--- src/hdl/mssf_pkg.sv ---
// ----------------------------------------------------------------------------
// mssf_pkg
// Shared types and constants for the median and slew sample filter.
// ----------------------------------------------------------------------------
package mssf_pkg;

	localparam int SAMPLE_W   = 12;
	localparam int WINDOW_LEN = 5;
	localparam int PTR_W      = $clog2(WINDOW_LEN);
	localparam int RANK_W     = $clog2(WINDOW_LEN);

	typedef logic [SAMPLE_W-1:0] sample_t;
	typedef sample_t [WINDOW_LEN-1:0] window_t;
	typedef logic [PTR_W-1:0] ptr_t;
	typedef logic [RANK_W-1:0] rank_t;

	localparam ptr_t    PTR_LAST   = PTR_W'(WINDOW_LEN - 1);
	localparam rank_t   MEDIAN_RANK = RANK_W'(WINDOW_LEN / 2);
	localparam sample_t SLEW_RESET = SAMPLE_W'(20);

endpackage

--- src/hdl/mssf_window.sv ---
// ----------------------------------------------------------------------------
// mssf_window
// Ring window of samples with write pointer and first-fill handling.
// ----------------------------------------------------------------------------
module mssf_window (
	input  logic              clk,
	input  logic              arst_n,
	input  logic              write_en,
	input  mssf_pkg::sample_t sample,
	output mssf_pkg::window_t window_next
);

	mssf_pkg::window_t window_q;
	mssf_pkg::ptr_t    ptr_q;
	logic              filled_q;

	// first sample after reset lands in every slot
	always_comb begin
		for (int i = 0; i < mssf_pkg::WINDOW_LEN; i++) begin
			if (!filled_q || (ptr_q == mssf_pkg::PTR_W'(i))) begin
				window_next[i] = sample;
			end else begin
				window_next[i] = window_q[i];
			end
		end
	end

	always_ff @(posedge clk) begin
		if (write_en) begin
			window_q <= window_next;
		end
	end

	always_ff @(posedge clk or negedge arst_n) begin
		if (!arst_n) begin
			ptr_q    <= '0;
			filled_q <= 1'b0;
		end else if (write_en) begin
			filled_q <= 1'b1;
			if (ptr_q == mssf_pkg::PTR_LAST) begin
				ptr_q <= '0;
			end else begin
				ptr_q <= ptr_q + mssf_pkg::PTR_W'(1);
			end
		end
	end

endmodule

--- src/hdl/mssf_median.sv ---
// ----------------------------------------------------------------------------
// mssf_median
// Rank-based median select over the window, one comparator per pair.
// ----------------------------------------------------------------------------
module mssf_median (
	input  mssf_pkg::window_t window,
	output mssf_pkg::sample_t median
);

	mssf_pkg::rank_t rank [mssf_pkg::WINDOW_LEN];

	// equal values are ranked by slot so that exactly one slot holds each rank
	always_comb begin
		for (int i = 0; i < mssf_pkg::WINDOW_LEN; i++) begin
			rank[i] = '0;
			for (int j = 0; j < mssf_pkg::WINDOW_LEN; j++) begin
				if ((window[j] < window[i]) || ((window[j] == window[i]) && (j < i))) begin
					rank[i] = rank[i] + mssf_pkg::RANK_W'(1);
				end
			end
		end
	end

	always_comb begin
		median = '0;
		for (int i = 0; i < mssf_pkg::WINDOW_LEN; i++) begin
			if (rank[i] == mssf_pkg::MEDIAN_RANK) begin
				median = median | window[i];
			end
		end
	end

endmodule

--- src/hdl/mssf_slew.sv ---
// ----------------------------------------------------------------------------
// mssf_slew
// Slew-rate limiter with its step register and last output.
// ----------------------------------------------------------------------------
module mssf_slew (
	input  logic              clk,
	input  logic              arst_n,
	input  logic              step_cap_we,
	input  mssf_pkg::sample_t step_cap_wdata,
	input  logic              update,
	input  mssf_pkg::sample_t target,
	output mssf_pkg::sample_t limited
);

	mssf_pkg::sample_t step_cap_q;
	mssf_pkg::sample_t last_q;
	logic              started_q;
	logic [mssf_pkg::SAMPLE_W:0] up_lim;
	logic [mssf_pkg::SAMPLE_W:0] down_chk;

	assign up_lim   = {1'b0, last_q} + {1'b0, step_cap_q};
	assign down_chk = {1'b0, target} + {1'b0, step_cap_q};

	// a rise is capped at or below the target, so the narrowing never drops bits
	always_comb begin
		if (!started_q) begin
			limited = target;
		end else if ({1'b0, target} > up_lim) begin
			limited = up_lim[mssf_pkg::SAMPLE_W-1:0];
		end else if (down_chk < {1'b0, last_q}) begin
			limited = last_q - step_cap_q;
		end else begin
			limited = target;
		end
	end

	always_ff @(posedge clk or negedge arst_n) begin
		if (!arst_n) begin
			step_cap_q <= mssf_pkg::SLEW_RESET;
			last_q     <= '0;
			started_q  <= 1'b0;
		end else begin
			if (step_cap_we) begin
				step_cap_q <= step_cap_wdata;
			end
			if (update) begin
				last_q    <= limited;
				started_q <= 1'b1;
			end
		end
	end

endmodule

--- src/hdl/median_slew_sample_filter_unit.sv ---
// ----------------------------------------------------------------------------
// median_slew_sample_filter_unit
// Median-of-window filter followed by a slew-rate limiter.
// ----------------------------------------------------------------------------
// Usage:
//   Input channel: adc_sample with in_valid / in_ready. Each transfer is one
//   12-bit reading. Output channel: filtered_sample with out_valid /
//   out_ready, one result per input transfer, in order.
//   The step cap is written through step_cap_we / step_cap_wdata, taken at
//   the clock edge with the enable high; write it only while the filter is idle.
//   Data path: a reading is first taken into the input register, and its
//   result is registered once the result register is free or being read.
//   Throughput: one reading per clock while out_ready keeps up; the window
//   update, five-way median rank select and limiter clamp all sit between
//   the input register and the result register.
//   Reset: window empty, pointer at slot zero, limiter not started, step cap
//   back to 20. The first reading after reset fills the whole window and
//   passes the limiter unchanged.
//   Stalls: when out_ready is low the result holds, the input register still
//   takes one more reading, and in_ready then drops until the output moves.
// ----------------------------------------------------------------------------
module median_slew_sample_filter_unit (
	input  logic                  clk,
	input  logic                  arst_n,
	input  logic                  in_valid,
	output logic                  in_ready,
	input  logic [11:0]           adc_sample,
	output logic                  out_valid,
	input  logic                  out_ready,
	output logic [11:0]           filtered_sample,
	input  logic                  step_cap_we,
	input  logic [11:0]           step_cap_wdata
);

	mssf_pkg::sample_t sample_s1;
	logic              valid_s1;
	mssf_pkg::sample_t result_q;
	logic              result_valid_q;
	logic              advance;
	mssf_pkg::window_t window_next;
	mssf_pkg::sample_t median;
	mssf_pkg::sample_t limited;

	assign advance  = valid_s1 && (!result_valid_q || out_ready);
	assign in_ready = !valid_s1 || advance;

	always_ff @(posedge clk) begin
		if (in_valid && in_ready) begin
			sample_s1 <= adc_sample;
		end
		if (advance) begin
			result_q <= limited;
		end
	end

	always_ff @(posedge clk or negedge arst_n) begin
		if (!arst_n) begin
			valid_s1       <= 1'b0;
			result_valid_q <= 1'b0;
		end else begin
			if (in_ready) begin
				valid_s1 <= in_valid;
			end
			if (advance) begin
				result_valid_q <= 1'b1;
			end else if (out_ready) begin
				result_valid_q <= 1'b0;
			end
		end
	end

	mssf_window u_window (
		.clk         (clk),
		.arst_n      (arst_n),
		.write_en    (advance),
		.sample      (sample_s1),
		.window_next (window_next)
	);

	mssf_median u_median (
		.window (window_next),
		.median (median)
	);

	mssf_slew u_slew (
		.clk            (clk),
		.arst_n         (arst_n),
		.step_cap_we    (step_cap_we),
		.step_cap_wdata (step_cap_wdata),
		.update         (advance),
		.target         (median),
		.limited        (limited)
	);

	assign out_valid       = result_valid_q;
	assign filtered_sample = result_q;

endmodule

--- config.mk ---
export PLATFORM = sky130hd
export DESIGN_NAME = median_slew_sample_filter_unit
export DESIGN_NICKNAME = d
export VERILOG_FILES = /design/src/hdl/mssf_pkg.sv /design/src/hdl/mssf_window.sv /design/src/hdl/mssf_median.sv /design/src/hdl/mssf_slew.sv /design/src/hdl/median_slew_sample_filter_unit.sv
export SDC_FILE = /design/constraint.sdc
export NUM_CORES = 1
export LEC_CHECK = 0
export ABC_AREA = 1
export CORE_MARGIN = 2
export CORE_UTILIZATION = 45
export DETAILED_ROUTE_END_ITERATION = 7
export DONT_BUFFER_PORTS = 1
export PLACE_DENSITY = 0.57
export SYNTH_ARGS = -nofsm -noshare
export SYNTH_HDL_FRONTEND = slang
export SYNTH_SLANG_ARGS = --single-unit
export TNS_END_PERCENT = 20
--- constraint.sdc ---
create_clock -name clk -period 22.1 [get_ports clk]
set_input_delay 1.105 -clock clk [delete_from_list [all_inputs] [get_ports clk]]
set_output_delay 1.105 -clock clk [all_outputs]
set_load 0.01 [all_outputs]
==> flow_summary_export.csv, run 1 <==
group,metric,value,unit
status,status,"complete, no violations",
yosys,synth_area_per_cell,7.786,sq um
clock_tree,clk_pin_slew,0.06,ns
yosys,yosys.area_share.adder,21.32,%
finish,drive_gt1_share,8.518,%
yosys,synth_mux_area_share,0.3017,%
finish,synthToLayoutAreaGrowth,7.801,%
clock_tree,clk_latency,0.44,ns
floorplanning,start_util,45.90,%
placement,dpl_cell_area,0.01146,sq mm
finish,antenna_cells,0,
yosys,synth_compound_area_share,11.32,%
finish,nets,1649,
yosys,netlist_instances,1438,
yosys,synth-simple-area-share,25.75,%
yosys,syn-num-nets,1656,
worst_setup_path,cp-startpoint,"u_window.filled_q$_DFFE_PN0P_",
finish,layout_common_cells,"304 x nand2_1, 222 x inv_1, 186 x ha_1",
yosys,synth-seq-cells,114,
sta,fin_tns_setup,0,ns
clock_tree,htree_levels,4,
worst_setup_path,required,22.28,ns
sta,rsz0062_at_grt,"false",
finish,fin_area,0.01207,sq mm
worst_setup_path,crit_path_max_incr_delay,0.88,ns
floorplanning,rows,57,
worst_setup_path,r2r-start,"u_window.filled_q$_DFFE_PN0P_",
floorplanning,pin_count,43,
floorplanning,die_area,0.02616,sq mm
clock_tree,hold_buffers,0,
route,vias_per_cell,5.433,
placement,gp_congestion,0.9133,
worst_setup_path,critical_path.most_common_cell,"nand2_1",
yosys,seq_area_frac_synth,29.26,%
yosys,ys.flop_type,"edfxtp_1",
yosys,yosys-top-cells-area,"edfxtp_1 23%, ha_1 21%, nand2_1 10%, inv_1 7.5%, dfrtp_1 6.3%",
grt,grt_max_degree,72,
yosys,synth-edff-count,84,
clock_tree,cts_resized,0,
placement,port_buffers,0,
yosys,yosysUniqueCellTypes,51,
route,wl,33740,um
finish,layout_commonest_cell,"nand2_1",
worst_setup_path,crit_family,"compound AO/OA/AOI/OAI gates",
min_path,hold_class,"input pin to asynchronous set/reset pin",
route,drt_iter0_drc,869,
sta,period_needed,9.334,ns
route,vias,9605,
grt,grt_pass1_wl,52270,um
grt,grt_overflow_total,0,
yosys,yosys_warnings,0,
clock_tree,clock_path_buffers,2,
grt,grt_pass1_vias,8943,
yosys,synth_top_area_share,22.53,%
yosys,syn_area,0.01120,sq mm
clock_tree,cts_tree,"done",
worst_setup_path,cp-start-kind,"flop",
grt,grt_usage,26.40,%
sta,maxSlewViolCount,0,
clock_tree,clkSinkCount,114,
clock_tree,clockRootBuffer,"clkbuf_16",
job,drv_cap,0,
clock_tree,postCtsSetupBuffers,0,
worst_setup_path,crit_path_end_kind,"flop",
sta,setup-violations-final,0,
worst_setup_path,path_max_fanout,29,
sta,hold_viol,0,
yosys,synthXorXnorAreaFrac,2.492,%
route,dr.pass1.iters,5,
route,wire_per_inst,19.08,um
floorplanning,die_h,161.7,um
worst_setup_path,slowest_stage,"o21bai_1",
yosys,synth-async-reset-ratio,26.32,%
route,antenna_left,0,
worst_setup_path,critical_path_buf_inv_count,5,
sta,period_share,42.23,%
worst_setup_path,critPathKind,"flop to flop",
sta,max_freq,0.1071,GHz
sta,relSlewSlack,20.44,%
floorplanning,die_w,161.7,um
yosys,yosys.area.top_type,"edfxtp_1",
clock_tree,tritoncts.num_buffers,17,
sta,worstMarginPinSlew,1.181,ns
grt,grt_antenna_before_repair,0,
sta,skew,0.01737,ns
floorplanning,core_region_area,0.02439,sq mm
route,drcViolationCount,0,
worst_setup_path,crit_arrival,9.52,ns
yosys,synth_top_family_by_area,"simple AND/OR/NAND/NOR gates",
placement,hpwl,26060,um
[final timing paths]
check / cells after the start / end / slack [ns]
min: 0 / u_slew.last_q[4]$_DFFE_PN0P_ / 0.37
min in group clk: 2 / u_slew.step_cap_q[2]$_DFFE_PN1P_ / 0.52
max reg2reg: 40 / filtered_sample[0]$_DFFE_PP_ / 12.77
max in group asynchronous: 0 / u_slew.step_cap_q[4]$_DFFE_PN1P_ / 21.56
max: 40 / filtered_sample[0]$_DFFE_PP_ / 12.77
min reg2reg: 2 / u_slew.step_cap_q[2]$_DFFE_PN1P_ / 0.52
[through the flow]
| stage | utilization (%) | instances | setup WS [ns] | hold slack, ns |
|---|---|---|---|---|
| CTS | 49.48 | 1768 | 12.92 | 0.3635 |
| detailed placement | 47.00 | 1736 | 13.02 | 0.5165 |
| global placement | 47.00 | 1736 | 13.12 | 0.5064 |
| finish | 49.48 | 1768 | 12.77 | 0.3722 |
| floorplan | - | 1438 | 15.17 | 0.4769 |
| global route | 49.48 | 1768 | 11.97 | 0.3576 |
[flip-flops by register name (all words and copies together), names as in the netlist]
name and cells:
u_slew.step_cap_q 12, valid_s1 1, u_window.ptr_q 3, u_window.window_q 60, out_valid 1, u_window.filled_q 1, sample_s1 12, filtered_sample 12
u_slew.last_q 12
[kinds of logic (layout without fill, tap and decap cells)]
logic type,Yosys count,after routing
fa+ha+maj,189,189
compound gates,233,233
xor+xnor,31,31
mux,3,3
flops,114,114
buf+inv,264,270
simple gates,604,604
[per-layer routing]
metal | routed length, um | share of wire (%) | vias to the layer above | GRT usage (%)
li1 | - | - | 4846 | -
met1 | 17050 | 51 | 4423 | 41.23
met2 | 13850 | 41 | 297 | 37.92
met3 | 2215 | 6.6 | 39 | 3.728
met4 | 619 | 1.8 | 0 | 6.919
met5 | 0 | 0 | - | 0
[Yosys cell counts (2+ instances only)]
cell,number
and2_1,6
a31oi_1,3
nor3_1,14
nor2_1,69
mux2_2,3
buf_2,12
clkbuf_1,13
nand3_1,81
o21ai_0,100
a211oi_1,6
xor2_1,23
ha_1,186
nand4_2,9
a21oi_1,90
dfstp_2,2
nand3_4,3
nand2_2,39
o21bai_1,2
o21ai_1,6
nand3_2,4
a31o_2,2
nand4_1,55
nor2_2,4
buf_4,5
dfrtp_1,28
nor4_1,2
nand2_4,6
fa_1,3
a21o_1,4
nand2_1,304
buf_6,3
nand3b_1,6
xnor2_1,7
edfxtp_1,84
inv_1,223
o21a_1,4
o31ai_1,4
inv_2,4
buf_8,2
o2111ai_1,2
o211ai_1,5
[final cells by class]
cell class	instances	area, sq um
Inverter	228	857.1
Clock buffer	20	489.2
Multi-Input combinational cell	1060	6850
Fill cell	2441	12320
Clock inverter	12	116.4
Tap cell	324	405.4
Sequential cell	114	3276
Timing Repair Buffer	10	75.07
Power of run 1 is not shown: default switching activity piles up to over one toggle a cycle in this logic, so the estimate is an artifact.
==> run 2, diff against run 1 <==
PLACE_DENSITY = 0.59   (was 0.57)
clock period = 8.3 ns   (was 22.1 ns; I/O delays follow)
==> flow_summary_export.csv, run 2 (synthesis results as in run 1) <==
group,metric,value,unit
floorplanning,die_w,161.7,um
worst_setup_path,reg2reg_slack,0.65,ns
grt,grt_usage,25.54,%
grt,grt_pass1_wl,51390,um
placement,gp_congestion,0.9553,
clock_tree,htree_levels,4,
floorplanning,rows,57,
worst_setup_path,reg2reg_depth,51,
sta,setup_ws,0.6492,ns
placement,dpl_cell_area,0.01167,sq mm
grt,grt_overflow_total,0,
route,vias,9825,
clock_tree,tritoncts.num_buffers,17,
finish,nets,1681,
min_path,hold_class,"input pin to flop",
worst_setup_path,critical_path.most_common_cell,"nand2_1",
worst_setup_path,worstReg2RegEnd,"filtered_sample[0]$_DFFE_PP_",
sta,worstMarginPinSlew,0.8189,ns
worst_setup_path,crit_family,"simple AND/OR/NAND/NOR gates",
route,antenna_left,0,
sta,relSlewSlack,45.41,%
placement,port_buffers,0,
route,dr.pass1.iters,5,
clock_tree,clock_path_buffers,2,
min_path,min_to,"u_slew.step_cap_q[2]$_DFFE_PN1P_",
grt,grt_max_degree,59,
sta,whs,0.06940,ns
grt,grt_antenna_before_repair,0,
worst_setup_path,crit_path_max_incr_delay,0.40,ns
worst_setup_path,cp-start-kind,"flop",
worst_setup_path,crit_path_end_kind,"flop",
min_path,hold_path_startpoint,"step_cap_we",
route,wl,33400,um
finish,largest_reg_flops,60,
finish,drive_gt1_share,11.45,%
route,vias_per_cell,5.458,
clock_tree,clk_latency,0.42,ns
floorplanning,pin_count,43,
placement,hpwl,26130,um
sta,skew,0.01169,ns
sta,hold_viol,0,
floorplanning,die_h,161.7,um
worst_setup_path,path_max_fanout,15,
job,drv_cap,0,
finish,layout_common_cells,"299 x nand2_1, 220 x inv_1, 186 x ha_1",
status,status,"complete, no violations",
clock_tree,clk_pin_slew,0.06,ns
worst_setup_path,critPathKind,"flop to flop",
route,drt_iter0_drc,952,
route,wire_per_inst,18.55,um
clock_tree,cts_tree,"done",
sta,period_share,92.18,%
finish,top_register,"u_window.window_q",
finish,synthToLayoutAreaGrowth,10.72,%
floorplanning,die_area,0.02616,sq mm
sta,max_freq,0.1307,GHz
clock_tree,clkSinkCount,114,
finish,antenna_cells,0,
route,drcViolationCount,0,
finish,fillers,2390,
worst_setup_path,r2r-start,"u_window.ptr_q[0]$_DFFE_PN0P_",
floorplanning,start_util,45.90,%
grt,grt_pass1_vias,9079,
clock_tree,clockRootBuffer,"clkbuf_16",
worst_setup_path,required,8.47,ns
worst_setup_path,slowest_stage,"dfrtp_1",
floorplanning,core_region_area,0.02439,sq mm
finish,fin_area,0.01240,sq mm
sta,maxSlewViolCount,0,
sta,setup-violations-final,0,
finish,layout_commonest_cell,"nand2_1",
placement,pre_cts_slack,0.2407,ns
min_path,hold_depth,1,
worst_setup_path,critical_path_buf_inv_count,11,
worst_setup_path,crit_arrival,7.82,ns
sta,period_needed,7.651,ns
finish,finish.utilization,50.82,%
==> run 2: layout make-up <==
class / count / area [sq um] / area share, %
multi-input cells: 1061 / 6979 / 56.30
flip-flops and latches: 114 / 3276 / 26.43
inverters: 228 / 860.8 / 6.945
clock buffers: 17 / 425.4 / 3.432
well taps: 324 / 405.4 / 3.270
repair buffers: 40 / 331.6 / 2.675
clock inverters: 15 / 110.1 / 0.8883
repair inverters: 1 / 7.507 / 0.06056
==> run 2: repair_timing <==
item                                    in CTS  in global routing
endpoints found under the setup margin       0                 24
hold buffers                                 2                  0
setup buffers                                0                  2
resized for setup                            0                 47
endpoints found under the hold margin       30                  0
==> run 2: stage by stage <==
stage | setup TNS (ns) | cells
floorplan | 0 | 1438
global placement | 0 | 1762
detailed placement | 0 | 1762
CTS | 0 | 1796
global route | -0.001180 | 1800
finish | 0 | 1800
==> run 2: how the worst max path moves through the flow <==
stage / from / to / cells after the start
after global routing: u_window.ptr_q[1]$_DFFE_PN0P_ / filtered_sample[9]$_DFFE_PP_ / 47
after floorplan: u_window.ptr_q[0]$_DFFE_PN0P_ / u_slew.last_q[9]$_DFFE_PN0P_ / 51
final: u_window.ptr_q[0]$_DFFE_PN0P_ / filtered_sample[0]$_DFFE_PP_ / 51
after CTS: u_window.ptr_q[1]$_DFFE_PN0P_ / u_slew.last_q[10]$_DFFE_PN0P_ / 48
after global placement: u_window.ptr_q[0]$_DFFE_PN0P_ / u_slew.last_q[11]$_DFFE_PN0P_ / 44
after detailed placement: u_window.ptr_q[0]$_DFFE_PN0P_ / u_slew.last_q[11]$_DFFE_PN0P_ / 46
==> run 2: per-layer routing <==
| layer | part of all wire (%) | global-route usage [%] |
|---|---|---|
| met5 | 0 | 0 |
| met4 | 1.8 | 6.436 |
| met3 | 6.2 | 4.392 |
| met2 | 43 | 37.59 |
| met1 | 49 | 38.73 |
==> run 2: worst reg2reg max path, delay by kind of cell (launching register included) <==
kind	cells	cell delay (ns)
AO/OA/AOI/OAI	5	0.81
adder cells (fa/ha/maj)	7	1.79
flip-flops	1	0.40
AND/OR/NAND/NOR	27	2.90
XOR/XNOR	1	0.17
buffers and inverters	11	1.33
Power of run 2 is left out for the same reason.
